--- src/design/bc_pkg.sv ---
// Shared types, widths and status codes for the binomial coefficient block.
`default_nettype none

package bc_pkg;

   localparam int VALUE_WIDTH = 64;
   localparam int N_WIDTH     = 7;
   localparam int PROD_WIDTH  = VALUE_WIDTH + N_WIDTH;
   localparam int CNT_WIDTH   = $clog2(PROD_WIDTH + 1);
   localparam int STAT_WIDTH  = 2;

   localparam logic [STAT_WIDTH-1:0] STATUS_OK       = 2'd0;
   localparam logic [STAT_WIDTH-1:0] STATUS_K_GT_N   = 2'd1;
   localparam logic [STAT_WIDTH-1:0] STATUS_OVERFLOW = 2'd2;

   typedef struct packed {
      logic [N_WIDTH-1:0] n_total;
      logic [N_WIDTH-1:0] k_chosen;
   } req_type;

   typedef struct packed {
      logic [VALUE_WIDTH-1:0] coefficient;
      logic [STAT_WIDTH-1:0]  status;
   } rsp_type;

endpackage

`default_nettype wire

--- src/design/binomial_coefficient.sv ---
// Binomial coefficient C(n,k): sequencer around a shared multiply and bit-serial divider.
//
// One item at a time: an item is taken when start is high and busy is low, and
// its result appears on rsp_data for exactly one cycle with rsp_valid high; the
// receiver cannot stall, so it must take the result in that cycle. The block
// runs min(k, n-k) steps; each step multiplies the running value by (n-i) and
// divides the 71-bit product by (i+1) in the shared divider, one quotient bit
// per cycle. The steps run are min(k, n-k), or fewer when a step overflows and
// the block stops there. The longest item runs 33 steps (C(66,33), C(67,33) or
// C(67,34)). When k > n the result is status 1; when any step's value exceeds
// 64 bits the result is status 2; the coefficient is zero in both cases. busy
// drops in the same cycle as the result strobe, so the next item can be taken
// right away.
`default_nettype none

module binomial_coefficient import bc_pkg::*; (
   input  wire logic    clock,
   input  wire logic    reset,
   input  wire logic    start,
   output logic         busy,
   input  wire req_type req_data,
   output logic         rsp_valid,
   output rsp_type      rsp_data
);

   localparam logic [1:0] ST_IDLE  = 2'd0;
   localparam logic [1:0] ST_CHECK = 2'd1;
   localparam logic [1:0] ST_ISSUE = 2'd2;
   localparam logic [1:0] ST_WAIT  = 2'd3;

   logic [1:0]             state_ff, state_in;
   logic [N_WIDTH-1:0]     n_ff, n_in;
   logic [N_WIDTH-1:0]     k_ff, k_in;
   logic [N_WIDTH-1:0]     limit_ff, limit_in;
   logic [N_WIDTH-1:0]     idx_ff, idx_in;
   logic [VALUE_WIDTH-1:0] value_ff, value_in;
   logic                   rsp_valid_ff, rsp_valid_in;
   rsp_type                rsp_ff, rsp_in;

   logic [N_WIDTH-1:0]     n_minus_k;
   logic [N_WIDTH-1:0]     limit_calc;
   logic [N_WIDTH-1:0]     idx_next;
   logic [PROD_WIDTH-1:0]  product;
   logic                   div_start;
   logic                   div_done;
   logic [PROD_WIDTH-1:0]  div_quotient;
   logic                   too_big;

   // Form the step product and the step bounds
   always_comb begin
      n_minus_k  = n_ff - k_ff;
      limit_calc = (k_ff < n_minus_k) ? k_ff : n_minus_k;
      idx_next   = idx_ff + 1'b1;
      product    = PROD_WIDTH'(value_ff) * PROD_WIDTH'(n_ff - idx_ff);
      too_big    = |div_quotient[PROD_WIDTH-1:VALUE_WIDTH];
   end

   bc_divider u_div (
      .clock        (clock),
      .reset        (reset),
      .div_start    (div_start),
      .div_dividend (product),
      .div_divisor  (idx_next),
      .div_done     (div_done),
      .div_quotient (div_quotient)
   );

   // Sequence the steps of one item
   always_comb begin
      state_in     = state_ff;
      n_in         = n_ff;
      k_in         = k_ff;
      limit_in     = limit_ff;
      idx_in       = idx_ff;
      value_in     = value_ff;
      rsp_valid_in = 1'b0;
      rsp_in       = rsp_ff;
      div_start    = 1'b0;
      unique case (state_ff)
         ST_IDLE: begin
            if (start) begin
               n_in     = req_data.n_total;
               k_in     = req_data.k_chosen;
               state_in = ST_CHECK;
            end
         end
         ST_CHECK: begin
            if (k_ff > n_ff) begin
               rsp_valid_in       = 1'b1;
               rsp_in.coefficient = '0;
               rsp_in.status      = STATUS_K_GT_N;
               state_in           = ST_IDLE;
            end else if (limit_calc == '0) begin
               rsp_valid_in       = 1'b1;
               rsp_in.coefficient = VALUE_WIDTH'(1);
               rsp_in.status      = STATUS_OK;
               state_in           = ST_IDLE;
            end else begin
               limit_in = limit_calc;
               idx_in   = '0;
               value_in = VALUE_WIDTH'(1);
               state_in = ST_ISSUE;
            end
         end
         ST_ISSUE: begin
            div_start = 1'b1;
            state_in  = ST_WAIT;
         end
         ST_WAIT: begin
            if (div_done) begin
               if (too_big) begin
                  rsp_valid_in       = 1'b1;
                  rsp_in.coefficient = '0;
                  rsp_in.status      = STATUS_OVERFLOW;
                  state_in           = ST_IDLE;
               end else if (idx_next == limit_ff) begin
                  rsp_valid_in       = 1'b1;
                  rsp_in.coefficient = div_quotient[VALUE_WIDTH-1:0];
                  rsp_in.status      = STATUS_OK;
                  state_in           = ST_IDLE;
               end else begin
                  value_in = div_quotient[VALUE_WIDTH-1:0];
                  idx_in   = idx_next;
                  state_in = ST_ISSUE;
               end
            end
         end
         default: begin
            state_in = ST_IDLE;
         end
      endcase
   end

   always_ff @(posedge clock) begin
      if (reset) begin
         state_ff     <= ST_IDLE;
         rsp_valid_ff <= 1'b0;
      end else begin
         state_ff     <= state_in;
         rsp_valid_ff <= rsp_valid_in;
      end
   end

   always_ff @(posedge clock) begin
      n_ff     <= n_in;
      k_ff     <= k_in;
      limit_ff <= limit_in;
      idx_ff   <= idx_in;
      value_ff <= value_in;
      rsp_ff   <= rsp_in;
   end

   assign busy      = (state_ff != ST_IDLE);
   assign rsp_valid = rsp_valid_ff;
   assign rsp_data  = rsp_ff;

endmodule

`default_nettype wire

--- src/design/bc_divider.sv ---
// Restoring divider: wide product by a narrow divisor, one quotient bit per cycle.
`default_nettype none

module bc_divider import bc_pkg::*; (
   input  wire logic                  clock,
   input  wire logic                  reset,
   input  wire logic                  div_start,
   input  wire logic [PROD_WIDTH-1:0] div_dividend,
   input  wire logic [N_WIDTH-1:0]    div_divisor,
   output logic                       div_done,
   output logic [PROD_WIDTH-1:0]      div_quotient
);

   logic [PROD_WIDTH-1:0] quo_ff, quo_in;
   logic [N_WIDTH-1:0]    rem_ff, rem_in;
   logic [N_WIDTH-1:0]    dvs_ff, dvs_in;
   logic [CNT_WIDTH-1:0]  cnt_ff, cnt_in;
   logic                  run_ff, run_in;
   logic                  done_ff, done_in;

   logic [N_WIDTH:0]      shifted;
   logic [N_WIDTH:0]      diff;
   logic                  fits;

   // Shift in the next dividend bit and try to subtract the divisor
   always_comb begin
      shifted = {rem_ff, quo_ff[PROD_WIDTH-1]};
      diff    = shifted - {1'b0, dvs_ff};
      fits    = (shifted >= {1'b0, dvs_ff});
   end

   // Advance one bit per cycle while running
   always_comb begin
      quo_in  = quo_ff;
      rem_in  = rem_ff;
      dvs_in  = dvs_ff;
      cnt_in  = cnt_ff;
      run_in  = run_ff;
      done_in = 1'b0;
      if (div_start) begin
         quo_in = div_dividend;
         rem_in = '0;
         dvs_in = div_divisor;
         cnt_in = CNT_WIDTH'(PROD_WIDTH);
         run_in = 1'b1;
      end else if (run_ff) begin
         quo_in = {quo_ff[PROD_WIDTH-2:0], fits};
         rem_in = fits ? diff[N_WIDTH-1:0] : shifted[N_WIDTH-1:0];
         cnt_in = cnt_ff - 1'b1;
         if (cnt_ff == CNT_WIDTH'(1)) begin
            run_in  = 1'b0;
            done_in = 1'b1;
         end
      end
   end

   always_ff @(posedge clock) begin
      if (reset) begin
         run_ff  <= 1'b0;
         done_ff <= 1'b0;
         cnt_ff  <= '0;
      end else begin
         run_ff  <= run_in;
         done_ff <= done_in;
         cnt_ff  <= cnt_in;
      end
   end

   always_ff @(posedge clock) begin
      quo_ff <= quo_in;
      rem_ff <= rem_in;
      dvs_ff <= dvs_in;
   end

   assign div_done     = done_ff;
   assign div_quotient = quo_ff;

endmodule

`default_nettype wire

--- config.mk ---
export PLATFORM = sky130hd
export DESIGN_NAME = binomial_coefficient
export DESIGN_NICKNAME = d
export VERILOG_FILES = /design/src/design/bc_pkg.sv /design/src/design/binomial_coefficient.sv /design/src/design/bc_divider.sv
export SDC_FILE = /design/constraint.sdc
export NUM_CORES = 2
export LEC_CHECK = 0
export BUFFER_PORTS_ARGS = -buffer_cell sky130_fd_sc_hd__buf_4
export CELL_PAD_IN_SITES_DETAIL_PLACEMENT = 1
export CELL_PAD_IN_SITES_GLOBAL_PLACEMENT = 2
export CORE_UTILIZATION = 30
export CTS_CLUSTER_DIAMETER = 80
export DETAILED_ROUTE_END_ITERATION = 10
export PLACE_DENSITY_LB_ADDON = 0.1
export REMOVE_ABC_BUFFERS = 1
export SYNTH_ARGS = -nofsm -noshare
export SYNTH_HDL_FRONTEND = slang
export SYNTH_SLANG_ARGS = --single-unit
--- constraint.sdc ---
create_clock -name clock -period 10.2 [get_ports clock]
set_input_delay 0 -clock clock [delete_from_list [all_inputs] [get_ports clock]]
set_output_delay 0 -clock clock [all_outputs]
set_load 0.1 [all_outputs]
# Word-level counts from Yosys, hierarchy flattened
# Cells that the tools add are included.
# classes
bitwise_logic	3
n_lt_le_gt_ge	3
multipliers	1
n_addsub	5
muxes	42
reduce_logical	13
eq_ne	13
# op_table
operator	n
66-bit two-way mux	5
64-bit two-way mux	5
71-bit two-way mux	2
66-bit case mux with 2 select lines	1
64-bit case mux with 2 select lines	1
65-bit by 8-bit multiplier with 71-bit output	1
7-bit two-way mux	9
7-bit case mux with 2 select lines	1
7-bit subtractor	2
2-bit two-way mux	6
1-bit two-way mux	10
2-bit != test (second input constant)	5
8-bit by 7-bit >= comparator with 1-bit output	1
2-bit case mux with 4 select lines	1
7-bit by 7-bit subtractor with 8-bit output	1
7-bit by 1-bit adder with 7-bit output (second input constant)	1
7-bit by 1-bit == test with 1-bit output (second input constant)	1
7-bit == test	1
7-bit > comparator	1
7-bit logical NOT	1
7-bit less-than comparator	1
7-bit OR reduction	1
7-bit by 1-bit subtractor with 7-bit output (second input constant)	1
3-bit != test (second input constant)	2
other kinds (13)	19
# totals
register_bits	255
output_inout_bits	68
word_cells	96

# Depth between registers and ports, before layout
# depth
ltp_word	7
ltp_mapped	31

# Cells and area by module
# A second synthesis with hierarchy kept.
# unflattened
hier_cells	2864
hier_area_um2	28482.3
# by_module_without_submodules
mod	area_per_inst_um2	instances	cells_per_inst
binomial_coefficient	24099.4	1	2564
bc_divider	4383.0	1	300

# Worst setup path after synthesis
# Ideal clock, no wire load.
# synth_timing
path_kind	flip-flop to flip-flop
from	register n_ff[0]
to	register idx_ff[0] (enable)
setup_slack_ps	3145
t_required_ps	9676
path_stages_with_launch	20
arrival_ps	6531
path_cell_list	edfxtp_1 -> inv_1 -> ha_1 -> inv_1 -> fa_1 -> nand2_1 -> nand2_1 -> a21oi_1 -> o21ai_0 -> a21oi_1 -> xnor2_1 -> inv_1 -> ha_1 -> o21a_1 -> nor2_1 -> a21oi_2 -> mux2_2 -> nand4b_1 -> o31ai_1 -> a21oi_1
# synth_via
elab_chain_len	6
word_cells_on_any_way	8
# synth_rtl
element	line_no	rtl
start: declaration	binomial_coefficient.sv:32	logic [N_WIDTH-1:0] n_ff, n_in;
start signal: assignment	binomial_coefficient.sv:145	n_ff <= n_in;
7-bit subtractor	binomial_coefficient.sv:51	n_minus_k = n_ff - k_ff;
7-bit less-than comparator	binomial_coefficient.sv:52	limit_calc = (k_ff < n_minus_k) ? k_ff : n_minus_k;
7-bit two-way mux	binomial_coefficient.sv:52	
7-bit logical NOT	binomial_coefficient.sv:93	end else if (limit_calc == '0) begin
2-bit != test (no line)	n/a	
6-bit AND reduction (no line) (*)	n/a	
end signal: assignment	binomial_coefficient.sv:148	idx_ff <= idx_in;
end: declaration	binomial_coefficient.sv:35	logic [N_WIDTH-1:0] idx_ff, idx_in;
# Mark *: on every way between the ends. The rest lies on a longest branch, timed or not.
# A chain may end at the register's enable or synchronous reset.

# Worst setup path in the final report
# layout_timing
from	register idx_ff[0]
to	register u_div.quo_ff[67], in the netlist u_div.div_quotient[67], data pin
# layout_via
elab_chain_len	3
# layout_rtl
element	line_no	rtl
7-bit by 7-bit subtractor with 8-bit output	binomial_coefficient.sv:54	product = PROD_WIDTH'(value_ff) * PROD_WIDTH'(n_ff - idx_ff);
65-bit by 8-bit multiplier with 71-bit output	binomial_coefficient.sv:54	
71-bit two-way mux	bc_divider.sv:40	if (div_start) begin
net u_div.quo_in[67]	bc_divider.sv:14	logic [PROD_WIDTH-1:0] quo_ff, quo_in;
end signal: assignment	bc_divider.sv:70	quo_ff <= quo_in;
end: declaration	bc_divider.sv:14	
# The timed path passes the listed nets, and every way through them passes these cells.

==> impl_metrics.csv <==
group,metric,value,unit
die,initial_core_util,30.3,%
final_layout,nets,3562,
routing,vias,20391,
final_layout,layout_common_cells,"inv_1, fa_1, and2_1",
routing,viasPerCell,4.77,
sta,final_hold_viol_count,0,
grt,antenna_found_initial,4,
sta,rsz0062_at_grt,"false",
synthesis,ys_warn_count,0,
die,design.die.area,95600,um2
final_layout,syn2layout_area_growth,12.3,%
clock_network,cts_tree,"done",
sta,setup_violations,0,
routing,ant_nets,0,
final_layout,layout-drive-gt1-share,7.38,%
routing,wl_per_cell,20.3,um
die,rows,112,
synthesis,synthesis.area,28300,um2
clock_network,cts_buffers,40,
synthesis,postSynthCellCount,2946,
place,hpwlAfterDp,66400,um
die,die_width,309,um
sta,skew,0.0404,ns
grt,grt_pass1_vias,23160,
clock_network,max-clock-path-buffers,3,
worst_setup_path,endpoint_kind,"flip-flop",
synthesis,synth-async-reset-ratio,0,%
synthesis,synth_area_leaders,"fa_1, edfxtp_1, ha_1",
worst_setup_path,cp.arrival,8.84,ns
place,port_buffers,84,
synthesis,ys.flop_type,"edfxtp_1",
sta,slew_violations,0,
sta,min_period,8.43,ns
die,io_pins,85,
sta,fin_crit_sh,82.6,%
sta,fin_tns_setup,0,ns
sta,slew_headroom,28.9,%
synthesis,synth_seq_cells,255,
routing,drtIter0Drc,918,
clock_network,clk_pin_slew,0.06,ns
routing,drc,0,
worst_setup_path,cp_max_fo,46,
outcome,status,"complete, no violations",
sta,fmax,0.119,GHz
grt,overflow,0,
min_path,hold_class,"input pin to flip-flop",
die,dieHeight,309,um
clock_network,worstSkewPairLatency,0.61,ns
synthesis,synth_top_area_cell,"fa_1",
grt,grt_use_total,18.9,%
job,drv_cap,0,
die,coreArea,93500,um2
clock_network,clock_sinks,255,
synthesis,synth_top_area_share,26.6,%
routing,wl,86800,um
clock_network,cts_max_level,2,
final_layout,layout_commonest_cell,"inv_1",
worst_setup_path,crit_required,10.62,ns
worst_setup_path,setup.worst_path.start_class,"flip-flop",
synthesis,synth_edf_count,236,
worst_setup_path,worstSetupPathType,"flip-flop to flip-flop",
synthesis,syn_avg_cell_area,9.61,um2
place,place.gp.congestion,0.815,
clock_network,post-cts-setup-buffer-count,0,
synthesis,ys_seq_area_share,26.4,%
grt,grt_pass1_wl,138000,um
synthesis,synthDistinctLibCells,73,
clock_network,cts_root_buf,"clkbuf_16",
sta,worstMarginPinSlew,1.07,ns
final_layout,largest_reg_flops,71,
routing,dr.pass1.iters,5,
grt,grt_max_degree,77,
==> Yosys cell counts (all sizes together) (6+ instances only) <==
master	number
inv	539
fa	376
and2	351
nand2	259
edfxtp	236
ha	179
nor2	128
o21ai	121
clkbuf	110
a21oi	99
nor2b	73
and3	72
xnor2	51
a21o	37
xor2	36
nor3	31
nand3	25
nand4	20
o21bai	20
dfxtp	19
nand2b	14
o21a	14
buf	12
o31ai	12
a211oi	10
o211ai	9
or2	9
a21boi	7
a31oi	6
mux2i	6
or3	6
==> area by class of cell <==
class	instances	area, um2
inverter	539	2020
multi-input combinational	2030	18500
clock buffer	44	1020
fill	10642	61700
clock inverter	30	282
timing repair buffer	124	971
sequential	255	7470
tap	1254	1570
antenna	2	5.00
==> cell families after synthesis <==
family,after synthesis,synth area share (%)
XOR/XNOR,87,2.69
AO/OA/AOI/OAI,372,8.58
AND/OR/NAND/NOR,1006,18.7
buffers and inverters,661,8.81
adder cells (fa/ha/maj),555,34.5
multiplexers,10,0.371
flip-flops,255,26.4
==> worst max-delay path, cell delays in order (launching register included) <==
cell,delay [ns]
edfxtp_1,0.50
ha_2,0.23
inv_1,0.07
fa_2,0.26
nand2_1,0.07
nand2_1,0.07
a21oi_1,0.11
o21bai_1,0.15
a21oi_1,0.12
xnor2_2,0.75
buf_4,0.59
and2_1,0.24
fa_1,0.44
fa_1,0.46
fa_1,0.49
inv_1,0.05
fa_1,0.47
inv_1,0.04
ha_1,0.39
nand2_1,0.14
nor3_2,0.35
nand3_1,0.19
a2111oi_2,0.38
nor3_2,0.19
o31ai_1,0.46
a31oi_1,0.37
o31a_1,0.37
a311oi_1,0.24
==> through the flow <==
step	cell area, um2	worst slack (ns)	utilization (%)	hold WS, ns	instances
floorplan	27800	1.96	-	0.0691	2824
global placement	30300	1.79	32.5	0.180	4186
global route	31800	1.22	34.0	0.0848	4276
finish	31800	1.77	34.0	0.108	4278
CTS	31800	1.68	34.0	0.0538	4276
detailed placement	30300	1.73	32.5	0.180	4186
==> repair_timing <==
| item | 4_1_cts | 5_1_grt |
|---|---|---|
| setup endpoints to repair | 0 | 0 |
| hold buffers | 16 | 0 |
| endpoints found under the hold margin | 26 | 0 |
| resized for setup | 0 | 0 |
==> routing by layer <==
layer | vias to the layer above | part of all wire, % | GRT usage (%)
met5 | - | 0 | 0
li1 | 9458 | - | -
met1 | 10519 | 47 | 26.4
met3 | 84 | 3.7 | 2.25
met2 | 330 | 47 | 31.2
met4 | 0 | 1.9 | 4.40
==> worst paths after layout <==
check,cells after the start,slack [ns],to,start
max reg2reg,27,1.77,u_div.div_quotient[67],idx_ff[0]
min reg2reg,2,0.49,u_div.rem_ff[6],u_div.rem_ff[6]
max,27,1.77,u_div.div_quotient[67],idx_ff[0]
min,2,0.11,k_ff[2],req_data[2]
Power is left out: the tool's default activity adds up to more than one toggle a clock period on the data nets, which glitch-free logic cannot reach.
